## config.mk

```make
export PLATFORM = sky130hd
export DESIGN_NAME = counting_semaphore_fifo_wait_core
export DESIGN_NICKNAME = d
export VERILOG_FILES = /design/src/sv/csfw_pkg.sv /design/src/sv/csfw_cell.sv /design/src/sv/counting_semaphore_fifo_wait_core.sv
export VERILOG_INCLUDE_DIRS = /design/src /design/src/sv
export SDC_FILE = /design/constraint.sdc
export NUM_CORES = 1
export LEC_CHECK = 0
export BUFFER_PORTS_ARGS = -buffer_cell sky130_fd_sc_hd__clkbuf_2
export CAP_MARGIN = 20
export CORE_MARGIN = 2
export CORE_UTILIZATION = 60
export DETAILED_ROUTE_END_ITERATION = 12
export HOLD_SLACK_MARGIN = 0.02
export PLACE_DENSITY = 0.74
export SLEW_MARGIN = 20
export SYNTH_ARGS = -nofsm -noshare
export SYNTH_HDL_FRONTEND = slang
export SYNTH_HIERARCHICAL = 1
export SYNTH_SLANG_ARGS = --single-unit
```

## constraint.sdc

```tcl
create_clock -name clk -period 10.2 [get_ports clk]
set_clock_uncertainty 0.1 [all_clocks]
set_input_delay 2.04 -clock clk [delete_from_list [all_inputs] [get_ports clk]]
set_output_delay 2.04 -clock clk [all_outputs]
set_load 0.02 [all_outputs]
```

## src/sv/counting_semaphore_fifo_wait_core_macros.svh

```systemverilog
// Assertion macros for the counting semaphore core.
`ifndef COUNTING_SEMAPHORE_FIFO_WAIT_CORE_MACROS_SVH
`define COUNTING_SEMAPHORE_FIFO_WAIT_CORE_MACROS_SVH
`ifndef SYNTHESIS
`define CSFW_ASSERT_IMP(label, ante, cons) \
    label: assert property (@(posedge clk) disable iff (!rst_n) (ante) |-> (cons)) \
        else $error("csfw assertion failed");
`define CSFW_ASSERT_NXT(label, ante, cons) \
    label: assert property (@(posedge clk) disable iff (!rst_n) (ante) |=> (cons)) \
        else $error("csfw assertion failed");
`else
`define CSFW_ASSERT_IMP(label, ante, cons)
`define CSFW_ASSERT_NXT(label, ante, cons)
`endif
`endif

```

## src/sv/csfw_pkg.sv

```systemverilog
// Types and constants shared by the counting semaphore core.
`timescale 1ns / 1ps
package csfw_pkg;

    localparam int COUNT_W = 18;
    localparam int ID_W    = 8;
    localparam int INIT_W  = 16;
    localparam int STS_W   = 3;
    localparam int ACT_W   = 2;

    localparam logic signed [COUNT_W-1:0] COUNT_MAX = {1'b0, {(COUNT_W-1){1'b1}}};
    localparam logic signed [COUNT_W-1:0] COUNT_MIN = {1'b1, {(COUNT_W-1){1'b0}}};

    localparam logic [ACT_W-1:0] ACT_OPEN   = 2'd0;
    localparam logic [ACT_W-1:0] ACT_WAIT   = 2'd1;
    localparam logic [ACT_W-1:0] ACT_SIGNAL = 2'd2;
    localparam logic [ACT_W-1:0] ACT_CLOSE  = 2'd3;

    localparam logic [STS_W-1:0] STS_GRANTED  = 3'd0;
    localparam logic [STS_W-1:0] STS_BLOCKED  = 3'd1;
    localparam logic [STS_W-1:0] STS_WOKEN    = 3'd2;
    localparam logic [STS_W-1:0] STS_RELEASED = 3'd3;
    localparam logic [STS_W-1:0] STS_FULL     = 3'd4;
    localparam logic [STS_W-1:0] STS_DONE     = 3'd5;

    typedef enum logic
    {
        FSM_IDLE,
        FSM_CLOSE
    } fsm_state_t;

    typedef struct packed
    {
        logic shift;
        logic load;
    } cell_ctrl_t;

endpackage

```

## src/sv/csfw_cell.sv

```systemverilog
// One wait-queue cell: holds an id, loads a new one or takes its neighbor's.
`timescale 1ns / 1ps
module csfw_cell
(
    input  logic                     clk,
    input  csfw_pkg::cell_ctrl_t     ctrl,
    input  logic [csfw_pkg::ID_W-1:0] load_data,
    input  logic [csfw_pkg::ID_W-1:0] neighbor_data,
    output logic [csfw_pkg::ID_W-1:0] data
);

    logic [csfw_pkg::ID_W-1:0] data_reg;
    logic [csfw_pkg::ID_W-1:0] data_next;

    always_comb
    begin
        data_next = data_reg;
        if (ctrl.load)
        begin
            data_next = load_data;
        end
        else if (ctrl.shift)
        begin
            data_next = neighbor_data;
        end
    end

    always_ff @(posedge clk)
    begin
        data_reg <= data_next;
    end

    assign data = data_reg;

endmodule

```

## src/sv/counting_semaphore_fifo_wait_core.sv

```systemverilog
// Counting semaphore with a FIFO wait queue built as a row of shifting cells.
// Each request gives its result in the cycle after acceptance; a close with n
// queued threads releases one thread per cycle while its results are taken,
// and so gives n results (one result with an empty queue). The oldest
// waiter always sits in cell 0; a dequeue shifts the row one cell toward it and
// an enqueue writes the cell at the fill position. The output register lets the
// next request enter while a result waits, as long as that result is taken.
`timescale 1ns / 1ps
`include "counting_semaphore_fifo_wait_core_macros.svh"
module counting_semaphore_fifo_wait_core
#(
    parameter int QUEUE_DEPTH = 16
)
(
    input  logic                          clk,
    input  logic                          rst_n,
    input  logic                          req_valid,
    output logic                          req_stall,
    input  logic [csfw_pkg::ACT_W-1:0]    action,
    input  logic [csfw_pkg::ID_W-1:0]     thread_id,
    input  logic [csfw_pkg::INIT_W-1:0]   init_value,
    output logic                          rsp_valid,
    input  logic                          rsp_stall,
    output logic [csfw_pkg::STS_W-1:0]    status,
    output logic [csfw_pkg::ID_W-1:0]     thread_out,
    output logic                          last
);

    localparam int FW = $clog2(QUEUE_DEPTH + 1);

    csfw_pkg::fsm_state_t state_reg, state_next;
    logic signed [csfw_pkg::COUNT_W-1:0] count_reg, count_next;
    logic [FW-1:0] fill_reg, fill_next;
    logic out_valid_reg, out_valid_next;
    logic [csfw_pkg::STS_W-1:0] status_reg, status_next;
    logic [csfw_pkg::ID_W-1:0] thread_reg, thread_next;
    logic last_reg, last_next;

    logic shift_en;
    logic load_en;
    logic out_free;
    logic accept;
    logic close_accept;
    logic signed [csfw_pkg::COUNT_W-1:0] count_dec;
    logic signed [csfw_pkg::COUNT_W-1:0] count_inc;

    logic [csfw_pkg::ID_W-1:0] cell_data [QUEUE_DEPTH];
    csfw_pkg::cell_ctrl_t cell_ctrl [QUEUE_DEPTH];

    genvar gi;
    generate
        for (gi = 0; gi < QUEUE_DEPTH; gi++)
        begin : g_cell
            logic [csfw_pkg::ID_W-1:0] neighbor;
            if (gi == QUEUE_DEPTH - 1)
            begin : g_end
                assign neighbor = '0;
            end
            else
            begin : g_mid
                assign neighbor = cell_data[gi + 1];
            end
            assign cell_ctrl[gi] = {shift_en, load_en && (fill_reg == FW'(gi))};
            csfw_cell u_cell
            (
                .clk           (clk),
                .ctrl          (cell_ctrl[gi]),
                .load_data     (thread_id),
                .neighbor_data (neighbor),
                .data          (cell_data[gi])
            );
        end
    endgenerate

    assign out_free  = !out_valid_reg || !rsp_stall;
    assign req_stall = (state_reg != csfw_pkg::FSM_IDLE) || !out_free;
    assign accept    = req_valid && !req_stall;
    assign close_accept = accept && (action == csfw_pkg::ACT_CLOSE);
    assign count_dec = (count_reg > csfw_pkg::COUNT_MIN) ? count_reg - 18'sd1
                                                          : csfw_pkg::COUNT_MIN;
    assign count_inc = (count_reg < csfw_pkg::COUNT_MAX) ? count_reg + 18'sd1
                                                          : csfw_pkg::COUNT_MAX;

    always_comb
    begin
        state_next     = state_reg;
        count_next     = count_reg;
        fill_next      = fill_reg;
        out_valid_next = out_valid_reg && rsp_stall;
        status_next    = status_reg;
        thread_next    = thread_reg;
        last_next      = last_reg;
        shift_en       = 1'b0;
        load_en        = 1'b0;
        case (state_reg)
            csfw_pkg::FSM_IDLE:
            begin
                if (accept)
                begin
                    out_valid_next = 1'b1;
                    last_next      = 1'b1;
                    status_next    = csfw_pkg::STS_DONE;
                    thread_next    = '0;
                    case (action)
                        csfw_pkg::ACT_OPEN:
                        begin
                            count_next = {2'b00, init_value};
                            fill_next  = '0;
                        end
                        csfw_pkg::ACT_WAIT:
                        begin
                            thread_next = thread_id;
                            if (!count_dec[csfw_pkg::COUNT_W-1])
                            begin
                                count_next  = count_dec;
                                status_next = csfw_pkg::STS_GRANTED;
                            end
                            else if (fill_reg == FW'(QUEUE_DEPTH))
                            begin
                                status_next = csfw_pkg::STS_FULL;
                            end
                            else
                            begin
                                count_next  = count_dec;
                                load_en     = 1'b1;
                                fill_next   = fill_reg + FW'(1);
                                status_next = csfw_pkg::STS_BLOCKED;
                            end
                        end
                        csfw_pkg::ACT_SIGNAL:
                        begin
                            count_next = count_inc;
                            if ((count_inc <= 18'sd0) && (fill_reg != '0))
                            begin
                                shift_en    = 1'b1;
                                fill_next   = fill_reg - FW'(1);
                                status_next = csfw_pkg::STS_WOKEN;
                                thread_next = cell_data[0];
                            end
                        end
                        default:
                        begin
                            if (fill_reg != '0)
                            begin
                                shift_en    = 1'b1;
                                fill_next   = fill_reg - FW'(1);
                                status_next = csfw_pkg::STS_RELEASED;
                                thread_next = cell_data[0];
                                last_next   = (fill_reg == FW'(1));
                                if (fill_reg != FW'(1))
                                begin
                                    state_next = csfw_pkg::FSM_CLOSE;
                                end
                            end
                        end
                    endcase
                end
            end
            csfw_pkg::FSM_CLOSE:
            begin
                if (out_free)
                begin
                    out_valid_next = 1'b1;
                    shift_en       = 1'b1;
                    fill_next      = fill_reg - FW'(1);
                    status_next    = csfw_pkg::STS_RELEASED;
                    thread_next    = cell_data[0];
                    last_next      = (fill_reg == FW'(1));
                    if (fill_reg == FW'(1))
                    begin
                        state_next = csfw_pkg::FSM_IDLE;
                    end
                end
            end
            default:
            begin
                state_next = csfw_pkg::FSM_IDLE;
            end
        endcase
    end

    always_ff @(posedge clk or negedge rst_n)
    begin
        if (!rst_n)
        begin
            state_reg     <= csfw_pkg::FSM_IDLE;
            count_reg     <= '0;
            fill_reg      <= '0;
            out_valid_reg <= 1'b0;
        end
        else
        begin
            state_reg     <= state_next;
            count_reg     <= count_next;
            fill_reg      <= fill_next;
            out_valid_reg <= out_valid_next;
        end
    end

    always_ff @(posedge clk)
    begin
        status_reg <= status_next;
        thread_reg <= thread_next;
        last_reg   <= last_next;
    end

    assign rsp_valid  = out_valid_reg;
    assign status     = status_reg;
    assign thread_out = thread_reg;
    assign last       = last_reg;

    `CSFW_ASSERT_IMP(a_fill_bound, 1'b1, fill_reg <= FW'(QUEUE_DEPTH))
    `CSFW_ASSERT_IMP(a_close_has_waiters, state_reg == csfw_pkg::FSM_CLOSE, fill_reg != '0)
    `CSFW_ASSERT_NXT(a_close_drains, close_accept, fill_reg == '0 || state_reg == csfw_pkg::FSM_CLOSE)

endmodule
```

==> results of run 1 <==
==> stage by stage <==
step / utilization, % / setup slack (ns)
final: 66.29 / 5.497
after global routing: 66.29 / 5.303
after CTS: 66.28 / 5.534
after detailed placement: 62.25 / 5.080
after global placement: 62.25 / 5.230
after floorplan: - / 5.751
==> how the worst max path moves through the flow <==
stage	depth (start not counted)	slack [ns]	endpoint
after floorplan	2	5.75	req_stall
after global placement	8	5.23	g_cell[9].u_cell/data[0]
after detailed placement	8	5.08	g_cell[5].u_cell/data[7]
after CTS	8	5.53	g_cell[4].u_cell/data[7]
after global routing	10	5.30	g_cell[13].u_cell/data[3]
final	8	5.50	g_cell[8].u_cell/data[7]
==> cell families (layout without fill, tap and decap cells) <==
| family | count (synthesis) | count (layout) | synth area share [%] |
|---|---|---|---|
| other | 1 | 8 | 0.04049 |
| AO/OA/AOI/OAI | 132 | 132 | 9.469 |
| XOR/XNOR | 13 | 13 | 1.229 |
| multiplexers | 130 | 130 | 20.96 |
| AND/OR/NAND/NOR | 186 | 186 | 10.25 |
| flip-flops | 165 | 165 | 52.14 |
| adder cells (fa/ha/maj) | 13 | 13 | 1.756 |
| buffers and inverters | 64 | 90 | 4.147 |
==> layer usage <==
metal  share of wire [%]  GRT usage [%]
met2                  47          37.80
met1                  45          32.69
met4                 1.7          8.016
met3                 5.5          5.175
met5                   0              0
==> power groups by stage <==
stage / registers [W] / logic, W / clock network, W
final: 0.00116 / 0.000675 / 0.000658
after global routing: 0.00119 / 0.000746 / 0.000693
after CTS: 0.00116 / 0.000670 / 0.000668
after detailed placement: 0.00117 / 0.000663 / 0
after global placement: 0.00116 / 0.000644 / 0
after floorplan: 0.00108 / 0.000591 / 0
==> area by class of cell <==
class / count / area, µm²
clock buffers: 17 / 425.4
repair buffers: 44 / 222.7
clock inverters: 15 / 185.2
multi-input cells: 482 / 4089
inverters: 14 / 52.55
fillers: 1088 / 5106
well taps: 188 / 235.2
flip-flops and latches: 165 / 4830
==> layout by cell type, fill, tap and decap left out, types with 4 or more instances in the layout <==
master,instances
a21o_1,4
a31oi_1,9
nor4_1,7
clkbuf_16,17
inv_6,6
clkbuf_2,43
o22ai_1,6
nand3_1,14
a211oi_1,5
inv_1,14
nand2_1,50
nor3_1,12
conb_1,8
a21oi_1,20
or2_1,17
nor2_1,44
ha_1,13
o31ai_1,7
o211ai_1,5
edfxtp_1,140
o21ai_0,33
xor2_1,8
xnor2_1,5
and3_1,8
nand2b_1,5
mux2_4,128
dfrtp_1,25
a221oi_1,6
and4_1,4
nand4_1,6
a22o_1,11
==> critical path, cell delays in order <==
cell      delay, ns
clkbuf_2       0.10
inv_1          0.08
ha_1           0.71
nand2_1        0.11
o21a_1         0.21
o21ai_2        0.34
and2_1         0.68
or2_1          0.43
==> synth_stat cells, types with 7 or more instances <==
library cell | n | area, µm²
a21oi_1 | 20 | 100.1
a22o_1 | 11 | 96.34
a31oi_1 | 9 | 56.30
and3_1 | 8 | 50.05
buf_2 | 7 | 35.03
buf_6 | 17 | 191.4
clkbuf_1 | 24 | 90.09
dfrtp_1 | 25 | 625.6
edfxtp_1 | 140 | 4204
ha_1 | 13 | 162.7
inv_1 | 14 | 52.55
mux2_4 | 128 | 1922
nand2_1 | 50 | 187.7
nand3_1 | 14 | 70.07
nor2_1 | 44 | 165.2
nor3_1 | 13 | 65.06
nor4_1 | 7 | 43.79
o21ai_0 | 33 | 165.2
o31ai_1 | 7 | 52.55
or2_1 | 17 | 106.4
xor2_1 | 8 | 70.07
==> impl_metrics.tcl, run 1 <==
set metrics [dict create \
    grt_pass1_vias 5631 \
    grt_max_degree 37 \
    finalSetupTns_ns 0 \
    maxSlewViolCount 0 \
    dr.pass1.iters 5 \
    relSlewSlack_pct 27.61 \
    h-tree-depth 4 \
    hold_path_class "register to register" \
    grt_first_pass_wirelength_um 29640 \
    synth_cell_type_count 63 \
    die_w_um 128.3 \
    pwr-share-comb_pct 27.1 \
    cp.arrival_ns 4.71 \
    stdcell_count 925 \
    portBuffers 43 \
    gp_congestion 0.9012 \
    reg2reg_to "g_cell[8].u_cell/data[7]" \
    rows 45 \
    area_growth_pct 8.388 \
    dp.cells 893 \
    async_flop_share_pct 15.15 \
    coreArea_um2 15150 \
    vias_per_cell 6.204 \
    hpwl_um 11980 \
    clk_latency_ns 0.44 \
    cp.required_ns 10.20 \
    via_count 5739 \
    end_kind "register" \
    pin_count 44 \
    grt_usage_pct 23.80 \
    synth_cells 704 \
    rsz0062_at_grt "false" \
    cts.reportedPaths.clkPinSlew_ns 0.07 \
    r2r_cells 10 \
    worstPathMaxFanout 22 \
    hold_start "g_cell[0].u_cell/data[2]" \
    finalNetCount 767 \
    start_kind "input port" \
    dpl_cell_area_um2 9428 \
    hold_buffers 0 \
    cts_buffers 17 \
    pwr-share-clk_pct 26.4 \
    setup_viol 0 \
    yosys_warnings 6 \
    antenna_left 0 \
    clk_path_buf_depth 2 \
    p_leak_nw 3.834 \
    largest_reg_flops 128 \
    ir_drop_v 0.0001520 \
    die_h_um 128.3 \
    switching_share_pct 32.79 \
    synth_edf_count 140 \
    finalPower_w 0.002493 \
    drive_above_1_share_pct 29.04 \
    drtIter0Drc 483 \
    finalCriticalPeriod_ns 4.703 \
    antenna_found_initial 0 \
    die_area_um2 16450 \
    synth.cell_area_um2 9263 \
    internal_power_w 0.001675 \
    postSynthAreaPerCell_um2 13.16 \
    tightest_slew_ns 1.080 \
    power.density_nw_per_um2 248.3 \
    max_cap_viol_count 0 \
    min_to "thread_out[2]" \
    fin_crit_sh_pct 46.11 \
    rrSetupSlack_ns 5.61 \
    start_util_pct 61.16 \
    ys_ff_latch 165 \
    power_switching_w 0.0008173 \
    wire_per_inst_um 19.76 \
    synth_ff_type "edfxtp_1" \
    path_class "input port to register" \
    whs_ns 0.4346 \
    cp-startpoint "action[0]" \
    hold_depth 1 \
    status "finished clean" \
    drcViolationCount 0 \
    yosysSeqAreaShare_pct 52.14 \
    cts_root_buffer "clkbuf_16" \
    r2r_start "count_reg[0]" \
    max_freq_mhz 212.6 \
    cts-resized-gates 0 \
    post-cts-setup-buffers 0 \
    drt_wl_total_um 18280 \
    cts_tree "built" \
    cts_num_sinks 165 \
    diodes 0 \
    grt_overflow_total 0 \
    final-hold-violation-count 0 \
    design_area_um2 10040 \
    p_seq_share_pct 46.5 \
]
No activity file was read; power rests on OpenSTA's default activity.
==> inputs of run 2 (changes only) <==
CORE_UTILIZATION = 56   (was 60)
PLACE_DENSITY = 0.73   (was 0.74)
clock period = 3.8 ns   (was 10.2 ns; I/O delays follow)
==> run 2 against run 1 <==
Net effect: utilization fell by 3.5 points; design area is 2.2% higher; cell count rose by 6.3%; combinational power rose to 2.8 times the previous value; critical path depth grew 3; global-route usage is 2.0 points lower; clock power rose to 2.6 times the previous value; power rose to 2.7 times the previous value; sequential share of layout area is 1.0 points lower; die area rose by 6.9%; critical endpoint is now g_cell[10].u_cell/data[2]; highest routed layer unchanged.
==> impl_metrics.tcl, run 2 (same netlist as run 1, synthesis figures left out) <==
set metrics [dict create \
    status "finished clean" \
    post-cts-setup-buffers 0 \
    setup_viol 0 \
    wl_met2_um 8678 \
    wire_per_inst_um 18.72 \
    via_count 5773 \
    start_util_pct 56.66 \
    max_cap_viol_count 0 \
    die_h_um 132.6 \
    path_class "register to register" \
    p_leak_nw 3.965 \
    grt_pass1_vias 5753 \
    cts_buffers 17 \
    layout_common_cells "edfxtp_1, mux2_4, nand2_1" \
    fin_crit_sh_pct 94.84 \
    grt_usage_pct 21.79 \
    hpwl_um 12230 \
    tightest_slew_ns 0.7032 \
    routedLengthMet1_um 8462 \
    vias_per_cell 5.873 \
    h-tree-depth 4 \
    drt_wl_total_um 18400 \
    drcViolationCount 0 \
    hold_path_class "input port to asynchronous set/reset pin" \
    whs_ns 0.2744 \
    grt_max_degree 37 \
    rows 47 \
    grt_first_pass_wirelength_um 30030 \
    cts_tree "built" \
    ir_drop_v 0.0003198 \
    worstPathMaxFanout 16 \
    cp.required_ns 3.79 \
    rsz0062_at_grt "true" \
    largest_reg_flops 128 \
    diodes 0 \
    maxSlewViolCount 0 \
    dr.pass1.iters 5 \
    die_area_um2 17590 \
    finalNetCount 794 \
    cts_root_buffer "clkbuf_16" \
    final_common_cell "edfxtp_1" \
    cp.arrival_ns 3.59 \
    finalCriticalPeriod_ns 3.604 \
    start_kind "register" \
    coreArea_um2 16350 \
    pin_count 44 \
    antenna_left 0 \
    clk_path_buf_depth 2 \
    end_kind "register" \
    clk_latency_ns 0.42 \
    area_growth_pct 10.78 \
    met3_length_um 1034 \
    max_freq_mhz 277.5 \
    drtIter0Drc 701 \
    die_w_um 132.6 \
    portBuffers 43 \
    antenna_found_initial 0 \
    cts_num_sinks 165 \
    gp_congestion 0.9912 \
    relSlewSlack_pct 52.61 \
    power.density_nw_per_um2 651.3 \
    finish.utilization_pct 62.77 \
    cts.reportedPaths.clkPinSlew_ns 0.06 \
    top_layer "met4" \
    hold_buffers 0 \
    drive_above_1_share_pct 31.06 \
    final-hold-violation-count 0 \
    grt_overflow_total 0 \
]
run 2: cell count changes in the layout (fill, tap and decap cells not counted), sizes merged:
cell | previous run | this run
inv | 22 | 16
bufinv | 2 | 3
clkinv | 4 | 8
buf | 1 | 28
run 2: area by class of cell:
class                      count  area (µm²)
tap                          220       275.3
clock buffer                  17       425.4
multi-input combinational    482        4093
fill                        1215        6087
sequential                   165        4830
clock inverter                14       160.2
inverter                      14       52.55
timing repair buffer          71       425.4
run 2: path summary, 6_finish.rpt:
kind	start	endpoint	cells after the start	slack, ns
worst max-delay path	count_reg[0]	g_cell[10].u_cell/data[2]	11	0.20
worst min-delay path	rst_n	count_reg[7]	1	0.27
worst max register to register	count_reg[0]	g_cell[10].u_cell/data[2]	11	0.20
worst min register to register	g_cell[5].u_cell/data[7]	g_cell[4].u_cell/data[7]	1	0.45
max in group asynchronous	rst_n	count_reg[14]	1	2.88
min in group clk	g_cell[5].u_cell/data[7]	g_cell[4].u_cell/data[7]	1	0.45
run 2: report_power, final:
part,internal (W),total [W],switching (W)
combinational,0.000870,0.00186,0.000986
clock,0.00103,0.00172,0.000695
sequential,0.00267,0.00311,0.000437
run 2: critical path, cell delays in order, from the launching register on:
cell and delay [ns]:
dfrtp_1 0.48, ha_1 0.21, and4_1 0.35, nand3_1 0.20
or3_1 0.45, a211oi_1 0.36, nand2_1 0.10, o21a_1 0.20
o21ai_2 0.12, and2_1 0.13, buf_4 0.23, or2_1 0.35
run 2: metrics by stage:
stage	cells	setup WS [ns]	area (µm²)	setup TNS, ns	total power, W
after detailed placement	952	0.2135	9671	0	0.004952
after global routing	983	-0.08257	10260	-6.827	0.007045
final	983	0.1959	10260	0	0.006683
after floorplan	711	0.3963	9289	0	0.004481
after global placement	952	0.3244	9671	0	0.004859
after CTS	983	0.1938	10260	0	0.006691
run 2: routing by layer:
layer	vias up	track usage [%]
li1	2739	-
met1	2807	30.35
met2	207	35.03
met3	20	4.061
met4	0	6.511
met5	-	0
run 2: what timing repair did:
item                                    CTS  global route
resized for setup                         0             2
endpoints found under the setup margin    0           128
endpoints found under the hold margin     0             0
==> inputs of run 3 (changes only) <==
SETUP_SLACK_MARGIN = 0.3   (was unset)
==> run 3 against run 2 <==
Net effect: register-to-register slack gained 0.25 ns; routed wire length grew 0.70%; power grew 1.1%; combinational power grew 3%; clock-buffer cell count is the same; cell count grew 0.31%; first-iteration DRC count shrank 5.4%; hold slack lost 0.0035 ns; clock power is essentially flat; flip-flop and latch count is the same; largest power group unchanged; critical endpoint unchanged; global-route usage is the same; via count grew 0.19%.
==> impl_metrics.tcl, run 3 (same netlist as run 1, synthesis figures left out) <==
set metrics [dict create \
    status "finished clean" \
    dpl_worst_slack_ns 0.2135 \
    finalSetupTns_ns 0 \
    start_util_pct 56.66 \
    busiest_layer "met2" \
    cp.arrival_ns 3.38 \
    end_kind "register" \
    grt_overflow_total 0 \
    worst_slack_ns 0.4506 \
    cp.required_ns 3.83 \
    finalPower_w 0.006758 \
    die_area_um2 17590 \
    worst_path_largest_cell_delay_ns 0.59 \
    gp_congestion 0.9912 \
    ir_drop_v 0.0003283 \
    drtIter0Drc 663 \
    die_h_um 132.6 \
    grt_first_pass_wirelength_um 30030 \
    start_kind "register" \
    p_leak_nw 3.976 \
    dr.pass1.iters 6 \
    cp.buffers_inverters 1 \
    slowest_stage "or4_4" \
    layout_common_cells "edfxtp_1, mux2_4, nand2_1" \
    portBuffers 43 \
    cts_tree "built" \
    tightest_slew_ns 0.6965 \
    clk_path_buf_depth 2 \
    setup_viol 0 \
    area_growth_pct 11.66 \
    critical_path.cell_chain "nand3_4, or4_4, or4_4, nand2_1, a21oi_1, o21a_1, o21ai_2, and2_1, buf_4, or2_4" \
    hold_path_class "input port to asynchronous set/reset pin" \
    cts_root_buffer "clkbuf_16" \
    diodes 0 \
    rows 47 \
    relSlewSlack_pct 53.06 \
    rsz0062_at_grt "false" \
    clk_latency_ns 0.42 \
    finalNetCount 797 \
    cts_num_sinks 165 \
    cpLargestDelayFamily "simple AND/OR/NAND/NOR gates" \
    max_cap_viol_count 0 \
    grt_usage_pct 21.79 \
    coreArea_um2 16350 \
    maxSlewViolCount 0 \
    power.density_nw_per_um2 653.4 \
    die_w_um 132.6 \
    max_freq_mhz 298.6 \
    final_common_cell "edfxtp_1" \
    hpwl_um 12230 \
    hold_buffers 0 \
    grt_pass1_vias 5753 \
    via_count 5784 \
    met1_usage_pct 30.35 \
    drcViolationCount 0 \
    grt_max_degree 37 \
    finalCriticalPeriod_ns 3.349 \
    antenna_found_initial 0 \
    antenna_left 0 \
    pin_count 44 \
    stdcell_count 986 \
    cts.reportedPaths.clkPinSlew_ns 0.06 \
    worstPathMaxFanout 16 \
    largest_reg_flops 128 \
    cts_buffers 17 \
    wire_per_inst_um 18.79 \
    path_class "register to register" \
    drt_wl_total_um 18530 \
    cpMostUsedCell "or4_4" \
    grt_use_met2_pct 35.03 \
    grt_util_met3_pct 4.061 \
    h-tree-depth 4 \
    vias_per_cell 5.866 \
    fin_crit_sh_pct 88.14 \
    final-hold-violation-count 0 \
    drive_above_1_share_pct 34.86 \
    dp.cells 952 \
]
[run 3: changes by cell type in the layout (fill, tap and decap cells not counted), sizes merged]
cell | before | now
buf | 28 | 31
[run 3: worst register-to-register path, stage by stage, from the launching register on]
cell and delay, ns:
dfrtp_1 0.56, nand3_4 0.15, or4_4 0.59, or4_4 0.53, nand2_1 0.14, a21oi_1 0.09, o21a_1 0.15, o21ai_2 0.12
and2_1 0.13, buf_4 0.25, or2_4 0.25
[run 3: cell type report]
type	count	area [µm²]
Clock buffer	17	425.4
Clock inverter	14	160.2
Fill cell	1219	6006
Inverter	14	52.55
Multi-Input combinational cell	482	4139
Sequential cell	165	4842
Tap cell	220	275.3
Timing Repair Buffer	74	447.9
[run 3: path summary, 6_finish.rpt]
kind | start | endpoint | slack, ns | cells after the start
min in group clk | g_cell[5].u_cell/data[7] | g_cell[4].u_cell/data[7] | 0.45 | 1
max | count_reg[6] | g_cell[10].u_cell/data[2] | 0.45 | 10
min | rst_n | count_reg[6] | 0.27 | 1
max reg2reg | count_reg[6] | g_cell[10].u_cell/data[2] | 0.45 | 10
max in group asynchronous | rst_n | count_reg[0] | 2.85 | 1
min reg2reg | g_cell[5].u_cell/data[7] | g_cell[4].u_cell/data[7] | 0.45 | 1
[run 3: metrics by stage]
step | hold WS [ns] | util (%) | cell area [µm²]
detailed placement | 0.4247 | 59.15 | 9671
global route | 0.3222 | 63.26 | 10340
finish | 0.2708 | 63.26 | 10340
floorplan | 0.3644 | - | 9289
global placement | 0.4182 | 59.15 | 9671
CTS | 0.2830 | 62.77 | 10260
[run 3: routing by layer]
metal | up-vias | share of wire, %
li1 | 2748 | -
met1 | 2811 | 46
met2 | 196 | 48
met3 | 29 | 5.3
met4 | 0 | 1.3
met5 | - | 0
[run 3: what timing repair did]
action                                  in CTS  in global routing
buffers inserted                             0                  3
pin swaps                                    0                  1
resized for setup                            2                 27
endpoints found under the hold margin        0                  0
endpoints found under the setup margin     128                248
[run 3: where the power goes]
group          leakage (nW)  internal (W)  switching (W)
Combinational          2.07      0.000920       0.000999
Sequential             1.62       0.00268       0.000439
Clock                 0.285       0.00103       0.000696
Total                  3.98       0.00462        0.00213
